**config.mk**
```make
export PLATFORM = sky130hd
export DESIGN_NAME = indexed_list_insert_remove
export DESIGN_NICKNAME = d
export VERILOG_FILES = /design/src/rtl/core/ilir_pkg.sv /design/src/rtl/core/ilir_front.sv /design/src/rtl/core/ilir_cmd_fifo.sv /design/src/rtl/core/ilir_back.sv /design/src/rtl/core/indexed_list_insert_remove.sv
export SDC_FILE = /design/constraint.sdc
export NUM_CORES = 2
export LEC_CHECK = 0
export BUFFER_PORTS_ARGS = -buffer_cell sky130_fd_sc_hd__buf_2
export CAP_MARGIN = 20
export CORE_MARGIN = 4
export CORE_UTILIZATION = 45
export DETAILED_ROUTE_END_ITERATION = 16
export PLACE_DENSITY = 0.6
export SLEW_MARGIN = 20
export SYNTH_ARGS = -nofsm -noshare
export SYNTH_HDL_FRONTEND = slang
export SYNTH_SLANG_ARGS = --single-unit
```
**constraint.sdc**
```tcl
create_clock -name clk -period 6 [get_ports clk]
set_clock_uncertainty 0.15 [all_clocks]
set_input_delay 0.3 -clock clk [delete_from_list [all_inputs] [get_ports clk]]
set_output_delay 0.3 -clock clk [all_outputs]
set_load 0.05 [all_outputs]
```
**src/rtl/core/ilir_pkg.sv**
```systemverilog
// ----------------------------------------------------------------------------
// ilir_pkg
// Shared types and codes for the indexed list: request and response
// payloads, request and status codes, command kinds and back-end states.
// ----------------------------------------------------------------------------
package ilir_pkg;

	// Request codes carried in req_type
	localparam logic [2:0] OP_APPEND = 3'd0;
	localparam logic [2:0] OP_INSERT = 3'd1;
	localparam logic [2:0] OP_GET    = 3'd2;
	localparam logic [2:0] OP_SET    = 3'd3;
	localparam logic [2:0] OP_REMOVE = 3'd4;
	localparam logic [2:0] OP_CLEAR  = 3'd5;

	// Status codes returned with every response
	localparam logic [1:0] ST_OK        = 2'd0;
	localparam logic [1:0] ST_EMPTY     = 2'd1;
	localparam logic [1:0] ST_BAD_INDEX = 2'd2;
	localparam logic [1:0] ST_FULL      = 2'd3;

	typedef struct packed {
		logic [2:0]  req_type;
		logic [6:0]  position;
		logic [31:0] item_in;
	} req_t;

	typedef struct packed {
		logic [1:0]  status;
		logic [31:0] item_out;
		logic [6:0]  count_after;
	} rsp_t;

	// Storage work that a classified request leaves for the back end
	typedef enum logic [2:0] {
		K_NONE,
		K_WRITE,
		K_GET,
		K_SET,
		K_INS,
		K_REM
	} cmd_kind_t;

	// Control part of a queued command
	typedef struct packed {
		cmd_kind_t  kind;
		logic [1:0] status;
		logic [6:0] count_after;
		logic       shift;
	} cmd_ctrl_t;

	typedef enum logic [2:0] {
		B_IDLE,
		B_READ,
		B_CAP,
		B_MOVE,
		B_DRAIN,
		B_WRITE,
		B_EMIT
	} back_state_t;

endpackage

```
**src/rtl/core/ilir_front.sv**
```systemverilog
// ----------------------------------------------------------------------------
// ilir_front
// Accepts requests, checks them against the live count, decides status and
// new count, and pushes the remaining storage work into the command queue.
// ----------------------------------------------------------------------------
module ilir_front import ilir_pkg::*; #(
	parameter int DEPTH      = 64,
	parameter int DATA_WIDTH = 32
) (
	input  logic                          clk,
	input  logic                          arst_n,
	input  logic                          req_valid,
	output logic                          req_stall,
	input  req_t                          req,
	input  logic                          q_full,
	output logic                          push,
	output cmd_ctrl_t                     ctrl,
	output logic [$clog2(DEPTH)-1:0]      addr,
	output logic [$clog2(DEPTH)-1:0]      last,
	output logic [DATA_WIDTH-1:0]         item
);

	localparam int AW = $clog2(DEPTH);
	localparam int CW = $clog2(DEPTH + 1);
	localparam int PW = CW + 7;
	localparam logic [CW-1:0] ONE_C   = CW'(1);
	localparam logic [CW-1:0] DEPTH_C = CW'(DEPTH);
	localparam logic [PW-1:0] ONE_P   = PW'(1);

	logic [CW-1:0]         count_q;
	logic [CW-1:0]         cnt_next;
	logic [CW-1:0]         cnt_m1;
	logic [PW-1:0]         pos_w;
	logic [PW-1:0]         cnt_w;
	logic [DATA_WIDTH+31:0] item_ext;

	assign req_stall = q_full;
	assign push      = req_valid & ~q_full;

	assign pos_w    = PW'(req.position);
	assign cnt_w    = PW'(count_q);
	assign cnt_m1   = count_q - ONE_C;
	assign last     = cnt_m1[AW-1:0];
	assign item_ext = {{DATA_WIDTH{1'b0}}, req.item_in};
	assign item     = item_ext[DATA_WIDTH-1:0];

	// Classify the request against the current count
	always_comb begin
		ctrl.kind   = K_NONE;
		ctrl.status = ST_OK;
		ctrl.shift  = 1'b0;
		cnt_next    = count_q;
		addr        = pos_w[AW-1:0];
		unique case (req.req_type)
			OP_APPEND: begin
				addr = count_q[AW-1:0];
				if (count_q == DEPTH_C) begin
					ctrl.status = ST_FULL;
				end else begin
					ctrl.kind = K_WRITE;
					cnt_next  = count_q + ONE_C;
				end
			end
			OP_INSERT: begin
				if (pos_w > cnt_w) begin
					ctrl.status = ST_BAD_INDEX;
				end else if (count_q == DEPTH_C) begin
					ctrl.status = ST_FULL;
				end else begin
					ctrl.kind  = K_INS;
					ctrl.shift = pos_w < cnt_w;
					cnt_next   = count_q + ONE_C;
				end
			end
			OP_GET, OP_SET, OP_REMOVE: begin
				if (count_q == '0) begin
					ctrl.status = ST_EMPTY;
				end else if (pos_w >= cnt_w) begin
					ctrl.status = ST_BAD_INDEX;
				end else if (req.req_type == OP_GET) begin
					ctrl.kind = K_GET;
				end else if (req.req_type == OP_SET) begin
					ctrl.kind = K_SET;
				end else begin
					ctrl.kind  = K_REM;
					ctrl.shift = (pos_w + ONE_P) < cnt_w;
					cnt_next   = cnt_m1;
				end
			end
			OP_CLEAR: begin
				cnt_next = '0;
			end
			default: begin
				cnt_next = count_q;
			end
		endcase
		ctrl.count_after = 7'(cnt_next);
	end

	// Advance the live count on every accepted request
	always_ff @(posedge clk or negedge arst_n) begin
		if (!arst_n) begin
			count_q <= '0;
		end else if (push) begin
			count_q <= cnt_next;
		end
	end

endmodule

```
**src/rtl/core/ilir_cmd_fifo.sv**
```systemverilog
// ----------------------------------------------------------------------------
// ilir_cmd_fifo
// Two-entry command queue between the front end and the back end.
// ----------------------------------------------------------------------------
module ilir_cmd_fifo #(
	parameter int WIDTH = 8
) (
	input  logic             clk,
	input  logic             arst_n,
	input  logic             push,
	input  logic [WIDTH-1:0] din,
	input  logic             pop,
	output logic [WIDTH-1:0] dout,
	output logic             full,
	output logic             empty
);

	logic [WIDTH-1:0] slot_q [2];
	logic             wr_ptr_q;
	logic             rd_ptr_q;
	logic [1:0]       fill_q;

	assign dout  = slot_q[rd_ptr_q];
	assign full  = fill_q == 2'd2;
	assign empty = fill_q == 2'd0;

	// Store pushed commands
	always_ff @(posedge clk) begin
		if (push) begin
			slot_q[wr_ptr_q] <= din;
		end
	end

	// Track pointers and fill level
	always_ff @(posedge clk or negedge arst_n) begin
		if (!arst_n) begin
			wr_ptr_q <= 1'b0;
			rd_ptr_q <= 1'b0;
			fill_q   <= 2'd0;
		end else begin
			if (push) begin
				wr_ptr_q <= ~wr_ptr_q;
			end
			if (pop) begin
				rd_ptr_q <= ~rd_ptr_q;
			end
			if (push && !pop) begin
				fill_q <= fill_q + 2'd1;
			end else if (pop && !push) begin
				fill_q <= fill_q - 2'd1;
			end
		end
	end

endmodule

```
**src/rtl/core/ilir_back.sv**
```systemverilog
// ----------------------------------------------------------------------------
// ilir_back
// Carries out queued commands on the entry memory: reads, writes and
// one-entry-per-cycle shifts, then presents the response in an output
// register.
// ----------------------------------------------------------------------------
module ilir_back import ilir_pkg::*; #(
	parameter int DEPTH      = 64,
	parameter int DATA_WIDTH = 32
) (
	input  logic                     clk,
	input  logic                     arst_n,
	input  logic                     q_empty,
	input  cmd_ctrl_t                ctrl_in,
	input  logic [$clog2(DEPTH)-1:0] addr_in,
	input  logic [$clog2(DEPTH)-1:0] last_in,
	input  logic [DATA_WIDTH-1:0]    item_in,
	output logic                     pop,
	output logic                     rsp_valid,
	input  logic                     rsp_stall,
	output rsp_t                     rsp
);

	localparam int AW = $clog2(DEPTH);
	localparam logic [AW-1:0] ONE_A = AW'(1);

	logic [DATA_WIDTH-1:0] mem [DEPTH];

	back_state_t           state_q;
	back_state_t           state_d;
	cmd_ctrl_t             cmd_ctrl_q;
	logic [AW-1:0]         cmd_addr_q;
	logic [AW-1:0]         cmd_last_q;
	logic [DATA_WIDTH-1:0] cmd_item_q;
	logic [AW-1:0]         src_q;
	logic [AW-1:0]         end_q;
	logic [AW-1:0]         dst_q;
	logic                  pend_q;
	logic [DATA_WIDTH-1:0] rd_q;
	logic [DATA_WIDTH-1:0] res_q;
	logic                  out_valid_q;
	rsp_t                  out_q;

	logic                  we;
	logic [AW-1:0]         waddr;
	logic [DATA_WIDTH-1:0] wdata;
	logic                  re;
	logic [AW-1:0]         raddr;
	logic                  load;
	logic                  moving_up;
	logic [DATA_WIDTH+31:0] res_ext;

	assign moving_up = cmd_ctrl_q.kind == K_INS;
	assign res_ext   = {32'b0, res_q};
	assign rsp_valid = out_valid_q;
	assign rsp       = out_q;

	// Next state and memory control
	always_comb begin
		state_d = state_q;
		pop     = 1'b0;
		we      = 1'b0;
		waddr   = cmd_addr_q;
		wdata   = cmd_item_q;
		re      = 1'b0;
		raddr   = cmd_addr_q;
		load    = 1'b0;
		if (pend_q) begin
			we    = 1'b1;
			waddr = dst_q;
			wdata = rd_q;
		end
		unique case (state_q)
			B_IDLE: begin
				if (!q_empty) begin
					pop = 1'b1;
					unique case (ctrl_in.kind)
						K_NONE:               state_d = B_EMIT;
						K_WRITE:              state_d = B_WRITE;
						K_GET, K_SET, K_REM:  state_d = B_READ;
						K_INS:                state_d = ctrl_in.shift ? B_MOVE : B_WRITE;
						default:              state_d = B_EMIT;
					endcase
				end
			end
			B_READ: begin
				re      = 1'b1;
				raddr   = cmd_addr_q;
				state_d = B_CAP;
			end
			B_CAP: begin
				if (cmd_ctrl_q.kind == K_SET) begin
					we    = 1'b1;
					waddr = cmd_addr_q;
					wdata = cmd_item_q;
				end
				if (cmd_ctrl_q.kind == K_REM && cmd_ctrl_q.shift) begin
					state_d = B_MOVE;
				end else begin
					state_d = B_EMIT;
				end
			end
			B_MOVE: begin
				re    = 1'b1;
				raddr = src_q;
				if (src_q == end_q) begin
					state_d = B_DRAIN;
				end
			end
			B_DRAIN: begin
				state_d = moving_up ? B_WRITE : B_EMIT;
			end
			B_WRITE: begin
				we      = 1'b1;
				waddr   = cmd_addr_q;
				wdata   = cmd_item_q;
				state_d = B_EMIT;
			end
			B_EMIT: begin
				if (!out_valid_q || !rsp_stall) begin
					load    = 1'b1;
					state_d = B_IDLE;
				end
			end
			default: begin
				state_d = B_IDLE;
			end
		endcase
	end

	// Hold the state register
	always_ff @(posedge clk or negedge arst_n) begin
		if (!arst_n) begin
			state_q <= B_IDLE;
		end else begin
			state_q <= state_d;
		end
	end

	// Write and read the entry memory
	always_ff @(posedge clk) begin
		if (we) begin
			mem[waddr] <= wdata;
		end
		if (re) begin
			rd_q <= mem[raddr];
		end
	end

	// The pending shift write lands in the cycle after its read
	always_ff @(posedge clk or negedge arst_n) begin
		if (!arst_n) begin
			pend_q <= 1'b0;
		end else begin
			pend_q <= state_q == B_MOVE;
		end
	end

	// Latch the command and step the shift pointers
	always_ff @(posedge clk) begin
		if (pop) begin
			cmd_ctrl_q <= ctrl_in;
			cmd_addr_q <= addr_in;
			cmd_last_q <= last_in;
			cmd_item_q <= item_in;
			res_q      <= '0;
			src_q      <= last_in;
			end_q      <= addr_in;
		end
		if (state_q == B_CAP) begin
			res_q <= rd_q;
			src_q <= cmd_addr_q + ONE_A;
			end_q <= cmd_last_q;
		end
		if (state_q == B_MOVE) begin
			dst_q <= moving_up ? src_q + ONE_A : src_q - ONE_A;
			if (src_q != end_q) begin
				src_q <= moving_up ? src_q - ONE_A : src_q + ONE_A;
			end
		end
	end

	// Output register: drop when taken, load when free
	always_ff @(posedge clk or negedge arst_n) begin
		if (!arst_n) begin
			out_valid_q <= 1'b0;
		end else if (load) begin
			out_valid_q <= 1'b1;
		end else if (!rsp_stall) begin
			out_valid_q <= 1'b0;
		end
	end

	always_ff @(posedge clk) begin
		if (load) begin
			out_q.status      <= cmd_ctrl_q.status;
			out_q.item_out    <= res_ext[31:0];
			out_q.count_after <= cmd_ctrl_q.count_after;
		end
	end

endmodule

```
**src/rtl/core/indexed_list_insert_remove.sv**
```systemverilog
// Each request is classified by the front end and queued; the back end pops a command
// only when idle and finishes it, any shift and the response load included, before it
// takes the next. Shifts move one entry per cycle through the entry memory's separate
// read and write ports. The front end runs ahead through a 2-deep queue.
// Reset clears the count, queue, engine state and output valid; entries are not cleared.
// ----------------------------------------------------------------------------
// indexed_list_insert_remove
// Ordered list of up to DEPTH words with append, insert, get, set, remove
// and clear requests, split into a classifying front end and a memory back end.
// ----------------------------------------------------------------------------
module indexed_list_insert_remove import ilir_pkg::*; #(
	parameter int DEPTH      = 64,
	parameter int DATA_WIDTH = 32
) (
	input  logic clk,
	input  logic arst_n,
	input  logic req_valid,
	output logic req_stall,
	input  req_t req,
	output logic rsp_valid,
	input  logic rsp_stall,
	output rsp_t rsp
);

	localparam int AW = $clog2(DEPTH);
	localparam int QW = $bits(cmd_ctrl_t) + 2 * AW + DATA_WIDTH;

	cmd_ctrl_t             f_ctrl;
	logic [AW-1:0]         f_addr;
	logic [AW-1:0]         f_last;
	logic [DATA_WIDTH-1:0] f_item;
	logic                  push;
	logic                  pop;
	logic                  q_full;
	logic                  q_empty;
	logic [QW-1:0]         q_din;
	logic [QW-1:0]         q_dout;
	cmd_ctrl_t             b_ctrl;
	logic [AW-1:0]         b_addr;
	logic [AW-1:0]         b_last;
	logic [DATA_WIDTH-1:0] b_item;

	ilir_front #(
		.DEPTH      (DEPTH),
		.DATA_WIDTH (DATA_WIDTH)
	) u_front (
		.clk       (clk),
		.arst_n    (arst_n),
		.req_valid (req_valid),
		.req_stall (req_stall),
		.req       (req),
		.q_full    (q_full),
		.push      (push),
		.ctrl      (f_ctrl),
		.addr      (f_addr),
		.last      (f_last),
		.item      (f_item)
	);

	// Pack the command for the queue
	assign q_din = {f_ctrl, f_addr, f_last, f_item};
	assign {b_ctrl, b_addr, b_last, b_item} = q_dout;

	ilir_cmd_fifo #(
		.WIDTH (QW)
	) u_queue (
		.clk    (clk),
		.arst_n (arst_n),
		.push   (push),
		.din    (q_din),
		.pop    (pop),
		.dout   (q_dout),
		.full   (q_full),
		.empty  (q_empty)
	);

	ilir_back #(
		.DEPTH      (DEPTH),
		.DATA_WIDTH (DATA_WIDTH)
	) u_back (
		.clk       (clk),
		.arst_n    (arst_n),
		.q_empty   (q_empty),
		.ctrl_in   (b_ctrl),
		.addr_in   (b_addr),
		.last_in   (b_last),
		.item_in   (b_item),
		.pop       (pop),
		.rsp_valid (rsp_valid),
		.rsp_stall (rsp_stall),
		.rsp       (rsp)
	);

endmodule

```
==> qor.txt <==
status: completed
placed insts: 7618
Worst Max-Slew Pin Slew: 1.11 ns
synth warn: 0
largest fanout on the critical path: 32
Final min period: 4.95 ns
worst-skew pair later-pin latency: 0.86 ns
Worst R2R End: u_back.mem[55][26]
setup violators final: 0
TritonCTS buffer count: 227
setup TNS: 0 ns
setup bufs post-CTS: 0
Tcrit/Tclk final: 82.5%
max_cap viols: 0
Reg power frac: 44.0%
num rows: 164
top_reg_cell synth: edfxtp_1
WHS Endpoint: u_queue.slot_q[1][3]
P_int: 33300 uW
Detailed Place HPWL: 145000 um
number of synthesized flops with an enable pin: 2336
most frequent cells in the layout: edfxtp_1, mux2i_1, o22ai_1, clkbuf_16, buf_4
H-Tree Level Count: 4
Sw Ratio: 32.6%
Die Ht: 458 um
DRT Wirelength: 234000 um
Layout area overhead: 14.6%
Routed Antenna Nets: 0
CP Launch Point: u_back.state_q[1]
vias per inst: 5.84
antenna violations before repair: 8
startpoint types: register
Hold Path Class: input port to register
Yosys cell types: 65
core area: 0.200 mm2
Psw: 16100 uW
total number of vias: 47400
Slew HR: 25.0%
DRC violations left: 0
IO Port Bufs: 88
Nets: 5340
number of clock sinks: 2358
routed len/inst: 28.8 um
CP arrival: 5.28 ns
GR Util All Layers: 21.9%
Mapped Area: 0.0911 mm2
CTS tree: yes
Net Count, Synth: 5004
reg2reg path depth: 7
CTS clock-pin slew for the worst setup and hold paths: 0.06 ns
post-route insts no fill: 8116
root buf cell: clkbuf_16
Crit Path Category: register to register
share of layout cells above drive strength 1: 15.5%
largest net degree at the start of global routing: 97
RSZ-0062 raised after global routing: false
Pwr Density: 473 mW/mm2
Cells after Synth: 4936
worst hold path depth: 2
DRT Pass-1 Iters: 5
Gate power share: 27.8%
Clock Path Buffers: 3
Max VDD drop: 0.260 mV
Max Slew Vio Count: 0
Initial DRC Count: 5050
Die X: 458 um
Worst setup EP type: register
Die ar.: 0.210 mm2
FFs w/ async S/R, synth: 0.679%
Final GP Congestion: 0.875
number of synthesized register bits: 2358
first-pass GRT wire length: 334000 um
Clock Power Share: 28.2%
Final Hold Viols: 0
setup slack, reg-to-reg: 1.05 ns
FMAX: 202 MHz
Hold Startpoint: req[3]
Starting Density: 45.4%
RR Startpoint: u_back.state_q[1]
Post-CTS Hold Buffers: 79
commonest non-fill, non-tap cell in the layout: edfxtp_1
total congestion overflow: 0
Required @ worst endpoint: 6.33 ns
post-CTS sizing: 0
number of global-route vias before repair: 46100
io pins: 89
Mapped Avg Cell Area: 18.5 um2
sequential element share of the synthesized area: 77.6%
Static Leak: 0.0358 uW
-- cell usage after synthesis, types with 23 or more instances --
cell type / number / area share, %
o22ai_1: 518 / 3.6
o21ai_0: 27 / 0.15
a21oi_1: 23 / 0.13
edfxtp_1: 2336 / 77
buf_4: 29 / 0.24
o41ai_2: 25 / 0.45
o41ai_1: 72 / 0.69
clkbuf_1: 100 / 0.41
nor4_1: 37 / 0.25
buf_2: 123 / 0.68
inv_1: 26 / 0.11
nor2_1: 110 / 0.45
and2_1: 32 / 0.22
mux2_2: 96 / 1.2
o2111ai_1: 33 / 0.32
mux2i_1: 1037 / 11
nand2_1: 60 / 0.25
nand3_1: 28 / 0.15
-- worst max-delay path by stage --
stage,end
finish,u_back.mem[55][26]
global route,u_back.mem[54][25]
CTS,u_back.mem[25][23]
detailed placement,u_back.mem[25][26]
global placement,u_back.mem[22][26]
floorplan,u_back.mem[21][0]
-- logic make-up after synthesis --
family | after synthesis | share of synthesized area [%]
AND/OR/NAND/NOR | 333 | 1.80
flip-flops | 2358 | 77.6
adder cells (fa/ha/maj) | 22 | 0.302
multiplexers | 1133 | 12.6
buffers and inverters | 304 | 1.65
AO/OA/AOI/OAI | 750 | 5.75
XOR/XNOR | 36 | 0.346
-- registers in the layout (all words and copies together) (netlist names), 6 cells and up --
name / flops
u_back.cmd_item_q: 32
u_back.rd_q: 32
u_back.cmd_last_q: 6
u_queue.slot_q: 114
u_back.res_q: 32
u_back.rsp: 41
u_back.src_q: 6
u_back.cmd_ctrl_q: 13
u_back.dst_q: 6
u_back.mem: 2048
u_front.count_q: 7
u_back.cmd_addr_q: 6
u_back.end_q: 6
-- stage by stage --
stage | hold slack [ns] | instance area, um2 | utilization, % | total power [uW] | worst slack [ns]
floorplan | -0.146 | 91100 | - | 29900 | 1.81
global placement | 0.154 | 96200 | 48.0 | 35600 | 1.25
detailed placement | 0.157 | 96300 | 48.0 | 35800 | 1.17
CTS | 0.0204 | 104000 | 52.0 | 49700 | 1.17
global route | 0.0416 | 104000 | 52.1 | 51100 | 0.787
finish | 0.0862 | 104000 | 52.1 | 49400 | 1.05
-- per-layer routing --
metal  up-vias  GRT usage, %  share of wire, %
met1     24600          31.1                43
met3       327          3.19               5.9
met5         -             0                 0
li1      20800             -                 -
met2      1631          35.0                48
met4         0          7.17               3.2
-- critical path, stage by stage, from the launching register on --
cell and delay [ns]:
dfrtp_1 0.60, nand2b_1 0.19, or2_1 0.47, o311ai_4 0.71, buf_4 0.30, mux2i_1 0.48, nand2_1 0.60, nor2_4 1.01
-- area by class of cell --
class                   instances  area, um2
diodes                          5       12.5
clock buffers                 282       5910
clock inverters               130       1330
fillers                     15800      96100
inverters                      28        110
multi-input cells            2274      19800
flip-flops and latches       2358      70700
well taps                    2656       3320
repair buffers                383       3300
-- power by group through the flow --
stage	Combinational [uW]	Clock [uW]	Sequential [uW]
after floorplan	7960	0	22000
after global placement	13600	0	22000
after detailed placement	13700	0	22100
after CTS	13800	14200	21700
after global routing	14400	14900	21800
final	13700	13900	21700
Note: power is estimated with default switching activity, not from simulation.
